[src/sv/lsse_pkg.sv]
// Shared types, constants and the symbol encoding function for the LED strip symbol encoder.
`default_nettype none
package lsse_pkg;

  localparam int MAX_SLOTS     = 4;
  localparam int NUM_SLOT_REGS = 4;
  localparam int CNT_W         = $clog2(MAX_SLOTS + 1);
  localparam int SEL_W         = (MAX_SLOTS > 1) ? $clog2(MAX_SLOTS) : 1;
  localparam int TRAIL_W       = 6;
  localparam int TRAIL_MAX     = 59;
  localparam int ADDR_W        = 5;
  localparam int DATA_W        = 32;

  localparam logic [2:0] REG_COLOR_COUNT = 3'd0;
  localparam logic [2:0] REG_SLOT0       = 3'd1;
  localparam logic [2:0] REG_SLOT1       = 3'd2;
  localparam logic [2:0] REG_SLOT2       = 3'd3;
  localparam logic [2:0] REG_SLOT3       = 3'd4;
  localparam logic [2:0] REG_TRAIL       = 3'd5;
  localparam logic [2:0] REG_INVERT      = 3'd6;

  localparam logic [1:0] COLOR_WHITE = 2'd0;
  localparam logic [1:0] COLOR_RED   = 2'd1;
  localparam logic [1:0] COLOR_GREEN = 2'd2;
  localparam logic [1:0] COLOR_BLUE  = 2'd3;

  localparam logic [3:0] SYM_BIT1     = 4'hE;
  localparam logic [3:0] SYM_BIT0     = 4'h8;
  localparam logic [3:0] SYM_BIT1_INV = 4'h1;
  localparam logic [3:0] SYM_BIT0_INV = 4'h7;
  localparam int         HALF_W       = 16;

  typedef struct packed {
    logic [7:0] red;
    logic [7:0] green;
    logic [7:0] blue;
    logic       last_pixel;
  } pixel_t;

  typedef struct packed {
    logic [31:0] serial_word;
    logic        is_reset_word;
    logic        last_of_run;
  } word_t;

  typedef struct packed {
    logic [2:0]                    color_count;
    logic [NUM_SLOT_REGS-1:0][1:0] slot_color;
    logic [TRAIL_W-1:0]            trailing_reset_words;
    logic                          invert_output;
  } cfg_t;

  function automatic logic [31:0] encode_byte(input logic [7:0] v, input logic inv);
    logic [31:0] w;
    logic [3:0]  one;
    logic [3:0]  zero;
    one  = inv ? SYM_BIT1_INV : SYM_BIT1;
    zero = inv ? SYM_BIT0_INV : SYM_BIT0;
    for (int b = 0; b < 8; b++) begin
      w[b*4 +: 4] = v[b] ? one : zero;
    end
    return {w[HALF_W-1:0], w[31:HALF_W]};
  endfunction

endpackage
`default_nettype wire

[src/sv/lsse_regs.sv]
// Configuration register file behind the APB-style port.
`default_nettype none
module lsse_regs
  import lsse_pkg::*;
(
  input  wire logic              clk,
  input  wire logic              rst,
  input  wire logic              psel,
  input  wire logic              penable,
  input  wire logic              pwrite,
  input  wire logic [ADDR_W-1:0] paddr,
  input  wire logic [DATA_W-1:0] pwdata,
  output logic      [DATA_W-1:0] prdata,
  output logic                   pready,
  output cfg_t                   cfg
);

  logic [2:0] idx;
  logic       wr;

  assign idx    = paddr[4:2];
  assign wr     = psel && penable && pwrite;
  assign pready = 1'b1;

  always_ff @(posedge clk) begin
    if (rst) begin
      cfg.color_count          <= 3'd3;
      cfg.slot_color[0]        <= COLOR_GREEN;
      cfg.slot_color[1]        <= COLOR_RED;
      cfg.slot_color[2]        <= COLOR_BLUE;
      cfg.slot_color[3]        <= COLOR_WHITE;
      cfg.trailing_reset_words <= TRAIL_W'(14);
      cfg.invert_output        <= 1'b0;
    end else if (wr) begin
      case (idx)
        REG_COLOR_COUNT: cfg.color_count          <= pwdata[2:0];
        REG_SLOT0:       cfg.slot_color[0]        <= pwdata[1:0];
        REG_SLOT1:       cfg.slot_color[1]        <= pwdata[1:0];
        REG_SLOT2:       cfg.slot_color[2]        <= pwdata[1:0];
        REG_SLOT3:       cfg.slot_color[3]        <= pwdata[1:0];
        REG_TRAIL:       cfg.trailing_reset_words <= pwdata[TRAIL_W-1:0];
        REG_INVERT:      cfg.invert_output        <= pwdata[0];
        default: ;
      endcase
    end
  end

  always_comb begin
    case (idx)
      REG_COLOR_COUNT: prdata = DATA_W'(cfg.color_count);
      REG_SLOT0:       prdata = DATA_W'(cfg.slot_color[0]);
      REG_SLOT1:       prdata = DATA_W'(cfg.slot_color[1]);
      REG_SLOT2:       prdata = DATA_W'(cfg.slot_color[2]);
      REG_SLOT3:       prdata = DATA_W'(cfg.slot_color[3]);
      REG_TRAIL:       prdata = DATA_W'(cfg.trailing_reset_words);
      REG_INVERT:      prdata = DATA_W'(cfg.invert_output);
      default:         prdata = '0;
    endcase
  end

endmodule
`default_nettype wire

[src/sv/lsse_lane.sv]
// One color slot lane: picks the slot's channel and holds its encoded word.
`default_nettype none
module lsse_lane
  import lsse_pkg::*;
(
  input  wire logic        clk,
  input  wire logic        load,
  input  wire pixel_t      pixel,
  input  wire logic [1:0]  color,
  input  wire logic        invert,
  output logic      [31:0] lane_word
);

  logic [7:0] level;

  always_comb begin
    case (color)
      COLOR_RED:   level = pixel.red;
      COLOR_GREEN: level = pixel.green;
      COLOR_BLUE:  level = pixel.blue;
      default:     level = 8'd0;
    endcase
  end

  always_ff @(posedge clk) begin
    if (load) begin
      lane_word <= encode_byte(level, invert);
    end
  end

endmodule
`default_nettype wire

[src/sv/lsse_seq.sv]
// Word sequencer: leading reset word, lane words in slot order, trailing reset words.
`default_nettype none
module lsse_seq
  import lsse_pkg::*;
(
  input  wire logic                        clk,
  input  wire logic                        rst,
  input  wire cfg_t                        cfg,
  input  wire logic                        pixel_valid,
  input  wire logic                        pixel_last,
  output logic                             pixel_ready,
  output logic                             load,
  input  wire logic [MAX_SLOTS-1:0][31:0]  lane_word,
  output logic                             word_valid,
  input  wire logic                        word_ready,
  output word_t                            word
);

  logic               busy;
  logic               lead_pend;
  logic [CNT_W-1:0]   slot_idx;
  logic [CNT_W-1:0]   slot_total;
  logic [TRAIL_W-1:0] trail_left;
  logic               inside_frame;

  logic [CNT_W-1:0]   slots_sat;
  logic [TRAIL_W-1:0] trail_sat;
  logic [TRAIL_W-1:0] trail_load;
  logic [31:0]        rword;
  logic               adv;
  logic               in_slots;
  logic               emit_last;
  word_t              emit;

  assign rword     = {32{cfg.invert_output}};
  assign slots_sat = (cfg.color_count > 3'(MAX_SLOTS)) ? CNT_W'(MAX_SLOTS)
                                                         : CNT_W'(cfg.color_count);
  assign trail_sat = (cfg.trailing_reset_words > TRAIL_W'(TRAIL_MAX)) ? TRAIL_W'(TRAIL_MAX)
                                                                     : cfg.trailing_reset_words;
  assign trail_load = pixel_last ? trail_sat : '0;

  assign in_slots = (slot_idx < slot_total);
  assign adv      = busy && (!word_valid || word_ready);

  always_comb begin
    emit = '0;
    if (lead_pend) begin
      emit.serial_word   = rword;
      emit.is_reset_word = 1'b1;
      emit_last          = (slot_total == '0) && (trail_left == '0);
    end else if (in_slots) begin
      emit.serial_word   = lane_word[slot_idx[SEL_W-1:0]];
      emit.is_reset_word = 1'b0;
      emit_last          = (slot_idx + CNT_W'(1) == slot_total) && (trail_left == '0);
    end else begin
      emit.serial_word   = rword;
      emit.is_reset_word = 1'b1;
      emit_last          = (trail_left == TRAIL_W'(1));
    end
    emit.last_of_run = emit_last;
  end

  assign pixel_ready = !busy || (adv && emit_last);
  assign load        = pixel_valid && pixel_ready;

  always_ff @(posedge clk) begin
    if (rst) begin
      busy         <= 1'b0;
      lead_pend    <= 1'b0;
      slot_idx     <= '0;
      slot_total   <= '0;
      trail_left   <= '0;
      inside_frame <= 1'b0;
    end else if (load) begin
      busy         <= !inside_frame || (slots_sat != '0) || (trail_load != '0);
      lead_pend    <= !inside_frame;
      slot_idx     <= '0;
      slot_total   <= slots_sat;
      trail_left   <= trail_load;
      inside_frame <= !pixel_last;
    end else if (adv) begin
      if (emit_last) begin
        busy <= 1'b0;
      end
      if (lead_pend) begin
        lead_pend <= 1'b0;
      end else if (in_slots) begin
        slot_idx <= slot_idx + CNT_W'(1);
      end else begin
        trail_left <= trail_left - TRAIL_W'(1);
      end
    end
  end

  always_ff @(posedge clk) begin
    if (rst) begin
      word_valid <= 1'b0;
    end else if (adv) begin
      word_valid <= 1'b1;
    end else if (word_ready) begin
      word_valid <= 1'b0;
    end
  end

  always_ff @(posedge clk) begin
    if (adv) begin
      word <= emit;
    end
  end

endmodule
`default_nettype wire

[src/sv/led_strip_symbol_encoder.sv]
// Top level of the LED strip symbol encoder: registers, slot lanes and word sequencer.
//
//   channel   direction  handshake                      word
//   pixel     in         pixel_valid / pixel_ready      pixel_t (red, green, blue, last_pixel)
//   word      out        word_valid / word_ready        word_t (serial_word, is_reset_word,
//                                                              last_of_run)
//   apb       in/out     psel, penable, pwrite, pready  32-bit registers at 4*index
//
// One output word per cycle, unless the output stalls, from a registered output
// stage; a pixel yields (leading reset word) + color slots + (trailing reset
// words), so four or fewer words in mid-frame. All slot lanes encode in the cycle
// the pixel is taken.
// The next pixel is taken in the cycle the previous one's last word issues.
// Reset is synchronous; output stalls hold the word and the sequencer.
`default_nettype none
module led_strip_symbol_encoder
  import lsse_pkg::*;
(
  input  wire logic              clk,
  input  wire logic              rst,
  input  wire logic              pixel_valid,
  output logic                   pixel_ready,
  input  wire pixel_t            pixel,
  output logic                   word_valid,
  input  wire logic              word_ready,
  output word_t                  word,
  input  wire logic              psel,
  input  wire logic              penable,
  input  wire logic              pwrite,
  input  wire logic [ADDR_W-1:0] paddr,
  input  wire logic [DATA_W-1:0] pwdata,
  output logic      [DATA_W-1:0] prdata,
  output logic                   pready
);

  cfg_t                       cfg;
  logic                       load;
  logic [MAX_SLOTS-1:0][31:0] lane_word;

  lsse_regs u_regs (
    .clk     (clk),
    .rst     (rst),
    .psel    (psel),
    .penable (penable),
    .pwrite  (pwrite),
    .paddr   (paddr),
    .pwdata  (pwdata),
    .prdata  (prdata),
    .pready  (pready),
    .cfg     (cfg)
  );

  for (genvar i = 0; i < MAX_SLOTS; i++) begin : g_lane
    lsse_lane u_lane (
      .clk       (clk),
      .load      (load),
      .pixel     (pixel),
      .color     (cfg.slot_color[i]),
      .invert    (cfg.invert_output),
      .lane_word (lane_word[i])
    );
  end

  lsse_seq u_seq (
    .clk         (clk),
    .rst         (rst),
    .cfg         (cfg),
    .pixel_valid (pixel_valid),
    .pixel_last  (pixel.last_pixel),
    .pixel_ready (pixel_ready),
    .load        (load),
    .lane_word   (lane_word),
    .word_valid  (word_valid),
    .word_ready  (word_ready),
    .word        (word)
  );

endmodule
`default_nettype wire
[config.mk]
export PLATFORM = sky130hd
export DESIGN_NAME = led_strip_symbol_encoder
export DESIGN_NICKNAME = d
export VERILOG_FILES = /design/src/sv/lsse_pkg.sv /design/src/sv/lsse_regs.sv /design/src/sv/lsse_lane.sv /design/src/sv/lsse_seq.sv /design/src/sv/led_strip_symbol_encoder.sv
export SDC_FILE = /design/constraint.sdc
export NUM_CORES = 1
export LEC_CHECK = 0
export ABC_AREA = 1
export BUFFER_PORTS_ARGS = -buffer_cell sky130_fd_sc_hd__buf_2
export CAP_MARGIN = 5
export CORE_MARGIN = 1.5
export CORE_UTILIZATION = 58
export CTS_CLUSTER_DIAMETER = 150
export DETAILED_ROUTE_END_ITERATION = 6
export GPL_TIMING_DRIVEN = 0
export HOLD_SLACK_MARGIN = 0.08
export PLACE_DENSITY = 0.83
export SYNTH_ARGS = -nofsm -noshare
export SYNTH_HDL_FRONTEND = slang
export SYNTH_HIERARCHICAL = 1
export SYNTH_SLANG_ARGS = --single-unit
[constraint.sdc]
create_clock -name clk -period 3.4 [get_ports clk]
set_clock_uncertainty 0.1 [all_clocks]
set_input_delay 0.51 -clock clk [delete_from_list [all_inputs] [get_ports clk]]
set_output_delay 0.51 -clock clk [all_outputs]
set_load 0.05 [all_outputs]
==> qor.txt, run 1 <==
Synth cell types = 40
Pwr Density = 402 nW/um^2
Hold Fails Final Rpt = 0
Final Max Slew Viols = 0
Final Setup Violations = 0
top cell type's share of synthesized area = 0.291
Tcrit/Tclk final = 0.872
Ant. Diodes = 0
CTS root buf = clkbuf_16
clk buf depth = 2
layout cells sized above 1 = 0.251
crit end category = primary output
DP Wirelength = 13,000 um
initial antenna violation count = 0
die span in x = 118 um
synth warn = 6
Finished Cell Area = 8650 sq um
via count of the first global-routing pass = 5,972
mean post-synth cell area = 7.85 sq um
LEAKAGE = 4.03 nW
biggest area consumer among synthesized cells = edfxtp_1
Setup Fix Bufs, Post-CTS = 0
status = complete, no violations
IO buf count = 80
Post-synth EDFFs = 74
gr ovfl total = 0
CP max FO = 19
setup TNS = 0 ps
H-tree depth = 3
total of max-cap violations = 0
main area contributors after synthesis = edfxtp_1 29%, nand2_1 12%, buf_4 12%
fmax = 337 MHz
Synth Register Bits = 108
nets = 1,164
DIE HEIGHT = 118 um
synth cell count leaders = 241 x nand2_1, 162 x nand3_1, 119 x buf_4, 74 x edfxtp_1, 43 x a21oi_1
hold crit path type = input pin to flip-flop
DR vias = 6,894
DR vias/cell = 5.45
wire length per cell = 13.5 um
main flop type after synthesis = edfxtp_1
Core Area = 12,700 sq um
Skew-Pair Late Insertion Delay = 360 ps
Mapped Area = 7640 sq um
fin crit period = 2960 ps
CTS tree = built
Crit path arrival time = 2350 ps
Worst VDD drop = 0.231 mV
I/O pins = 138
Cell Area, Placed = 8350 sq um
WS Path Type = flip-flop to primary output
Async SR Flop Fraction = 0
GPL Wtd Cong = 0.893
Slew HR = 0.535
Worst-path clk slew = 70 ps
CTS Buf Count = 9
CTS Sinks = 108
Detailed Route WL = 17,000 um
most numerous cell in the Yosys netlist = nand2_1
WP data required = 2790 ps
DR iter-0 viols = 504
full die area = 13,900 sq um
area delta synth->final = 13.2%
Cells after Synth = 973
DRT Pass-1 Iters = 5
largest net degree at the start of global routing = 46
RSZ-0062 raised after global routing = no
# DRC = 0
register area share after synthesis = 0.380
Routed Antenna Nets = 0
first-pass GRT wire length = 28,300 um
GR Util All Layers = 0.248
Startpoint Class = flip-flop
Worst-Margin Slew = 696 ps
Site Rows = 41
starting density of the core = 0.600
## cell families (layout without fill, tap and decap cells)
logic type      Yosys count  in the layout  synth area share
simple gates            504            504             0.306
buf+inv                 221            316             0.190
compound gates          126            126             0.106
flops                   108            108             0.380
fa+ha+maj                 7              7            0.0115
xor+xnor                  5              5           0.00574
other cells               2             27          0.000983
## through the flow
stage	setup WS, ps	util	cells	power [mW]	hold slack (ps)
finish	436	0.680	1265	3.48	263
global route	260	0.680	1265	3.63	271
CTS	52.4	0.680	1266	3.49	258
detailed placement	63.5	0.656	1250	2.44	350
global placement	99.8	0.656	1250	2.43	335
floorplan	581	-	998	2.26	326
## repair_timing
item	in CTS	in global routing
endpoints found under the setup margin	0	48
gates resized for setup	0	2
hold buffers	0	0
## report_power, final
part / total, mW / internal, mW / switching (mW)
combinational: 0.851 / 0.280 / 0.572
clock: 1.05 / 0.555 / 0.497
sequential: 1.57 / 1.52 / 0.0479
## worst paths after layout
kind / slack [ps] / endpoint / depth (start not counted) / start
worst max-delay path: 440 / pixel_ready / 11 / u_seq/slot_idx[0]
worst min-delay path: 260 / u_regs/cfg[4] / 3 / pwdata[3]
worst max register to register: 670 / u_seq/slot_total[1] / 14 / u_seq/slot_idx[0]
worst min register to register: 360 / u_seq/lead_pend / 1 / u_seq/inside_frame
## cell usage in the layout (no fill, tap or decap), types with 3 or more instances in the layout
master     count
a21oi_1       43
a32o_1        32
buf_1          7
buf_2         83
buf_4        119
buf_6         20
clkbuf_1      16
clkbuf_16     10
clkinv_1       6
clkinv_2       5
conb_1        27
dfxtp_1       34
edfxtp_1      74
ha_1           7
inv_1         35
inv_2          7
inv_8          3
nand2_1      241
nand3_1      162
nand3_4        3
nand4_1       38
nor2_1        39
nor2_2         7
o21ai_0       42
o22ai_1        4
xor2_1         3
## worst max-delay path: stages, from the launching register on
cell and delay, ps:
dfxtp_1 340, inv_1 90, buf_2 350, ha_1 300, inv_1 60, nand3_1 80, nor2_1 100, nand2_1 50
nand2_1 80, nand4_2 120, nand2_4 160, buf_2 270
## layout make-up
type | count | area [sq um]
fill | 1087 | 4080
clock buffer | 10 | 250
clock inverter | 6 | 51.3
buffer | 166 | 1230
timing repair buffer | 80 | 400
sequential | 108 | 2900
multi-input combinational | 669 | 3370
inverter | 54 | 218
tap | 172 | 215
## per-layer routing
| metal | global-route usage | up-vias | part of all wire |
|---|---|---|---|
| met4 | 0.0945 | 0 | 0.017 |
| li1 | - | 3462 | - |
| met2 | 0.400 | 285 | 0.46 |
| met5 | 0 | - | 0 |
| met1 | 0.338 | 3118 | 0.44 |
| met3 | 0.0363 | 29 | 0.081 |
## registers in the layout, indices dropped and copies added, names as in the netlist
signal / cells
u_seq/lead_pend: 1
u_seq/busy: 1
u_seq/word: 34
u_seq/trail_left: 6
u_seq/slot_total: 3
u_seq/inside_frame: 1
u_seq/word_valid: 1
u_regs/cfg: 18
g_lane.u_lane/lane_word: 40
u_seq/slot_idx: 3
Note: power is estimated with default switching activity, not from simulation.
==> inputs of run 2 (changes only) <==
Settings changed: CELL_PAD_IN_SITES_DETAIL_PLACEMENT from default to 1, CELL_PAD_IN_SITES_GLOBAL_PLACEMENT from default to 2, CORE_UTILIZATION 58 to 33, PLACE_DENSITY 0.83 to default, PLACE_DENSITY_LB_ADDON from default to 0.1.
==> qor.txt, run 2 (synthesized netlist as in run 1, its figures left out) <==
GR Util All Layers = 0.183
Skew-Pair Late Insertion Delay = 360 ps
Setup Fix Bufs, Post-CTS = 0
DR iter-0 viols = 242
Detailed Route WL = 21,400 um
initial antenna violation count = 0
Slew HR = 0.473
Min-Delay Endpoint = u_regs/cfg[4]
# DRC = 0
DP Wirelength = 17,100 um
Worst Hold Path Cells = 3
clk buf depth = 2
LEAKAGE = 4.04 nW
most common cell after layout, fill and taps aside = nand2_1
fin crit period = 3080 ps
# hold bufs at CTS = 0
hold crit path type = input pin to flip-flop
CTS Sinks = 108
most frequent cells in the layout = 241 x nand2_1, 162 x nand3_1, 119 x buf_4
fmax = 325 MHz
worst reg2reg path depth = 14
WS Path Type = flip-flop to primary output
area delta synth->final = 15.3%
Hold Crit Start = pwdata[3]
total of max-cap violations = 0
full die area = 24,100 sq um
Worst VDD drop = 0.214 mV
CTS tree = built
Final Max Slew Viols = 0
starting density of the core = 0.337
layout cells sized above 1 = 0.248
Tot Pwr = 3.55 mW
CTS root buf = clkbuf_16
Largest regs = g_lane.u_lane/lane_word (40), u_seq/word (34), u_regs/cfg (18)
Reg-to-Reg Start = u_seq/slot_idx[0]
DR vias/cell = 4.87
crit end category = primary output
nets = 1,164
Tcrit/Tclk final = 0.905
Site Rows = 55
first-pass GRT wire length = 34,700 um
fin util = 0.389
CP max FO = 19
critical path launch point = u_seq/slot_idx[0]
max reg flops = 40
DRT Pass-1 Iters = 4
via count of the first global-routing pass = 6,545
H-tree depth = 3
WHS = 260 ps
largest net degree at the start of global routing = 46
RSZ-0062 raised after global routing = no
FF-to-FF setup slack = 540 ps
WP data required = 2790 ps
DR vias = 6,712
die span in x = 155 um
gr ovfl total = 0
Startpoint Class = flip-flop
Pwr Density = 403 nW/um^2
IO buf count = 80
Crit path arrival time = 2470 ps
CTS Buf Count = 9
Routed Antenna Nets = 0
GPL Wtd Cong = 0.777
Hold Fails Final Rpt = 0
Core Area = 22,600 sq um
Ant. Diodes = 0
I/O pins = 138
Filler Cells Inserted = 2,817
Final Setup Violations = 0
Reg with most FFs = g_lane.u_lane/lane_word
status = complete, no violations
Worst-Margin Slew = 789 ps
DIE HEIGHT = 155 um
PostCTS Resize Cnt = 1
RR Endpoint = u_seq/inside_frame
wire length per cell = 15.6 um
Worst-path clk slew = 70 ps
[run 2: cell types whose count changed in the layout (fill, tap and decap cells not counted)]
cell,change
clkbuf_1,+3
clkbuf_16,+2
inv_8,-2
clkinv_2,-1
clkinv_4,-1
inv_4,-1
[run 2: report_power, final]
group	total, mW	internal, mW	switching [mW]
clock	1.10	0.635	0.466
combinational	0.872	0.279	0.593
sequential	1.58	1.53	0.0513
total	3.55	2.44	1.11
[run 2: how the worst max path moves through the flow]
stage	slack (ps)	endpoint	cells past startpoint
2_1_floorplan	580	u_seq/inside_frame	15
5_1_grt	80	pixel_ready	11
6_report	320	pixel_ready	11
3_3_place_gp	-150	u_seq/slot_total[1]	15
3_5_place_dp	-150	u_seq/inside_frame	15
4_1_cts	260	pixel_ready	9
[run 2: layout make-up]
type	count	area [sq um]	area share
plain buffers	166	1230	0.140
flip-flops and latches	108	2900	0.330
clock buffers	15	312	0.0354
clock inverters	1	8.76	0.000995
inverters	54	218	0.0247
multi-input cells	669	3370	0.383
well taps	285	357	0.0405
repair buffers	80	400	0.0455
[run 2: worst max-delay path: stages (launching register included)]
cell and delay [ps]:
dfxtp_1 360, inv_1 110, buf_2 390, ha_1 300, inv_1 50, nand3_1 90
nor2_1 90, nand2_1 50, nand2_1 80, nand4_2 130, nand2_4 170, buf_2 270
[run 2: layer usage]
metal	track usage	wire, um
met1	0.252	10800
met2	0.307	9840
met3	0.0173	606
met4	0.0495	232
met5	0	0
[run 2: through the flow]
stage               cells  instance area (sq um)  worst slack (ps)  TNS [ps]
global route         1378                   8810              80.0         0
CTS                  1378                   8810               259         0
global placement     1363                   8490              -152     -2380
detailed placement   1363                   8490              -145     -1590
floorplan             998                   7730               581         0
finish               1378                   8810               322         0
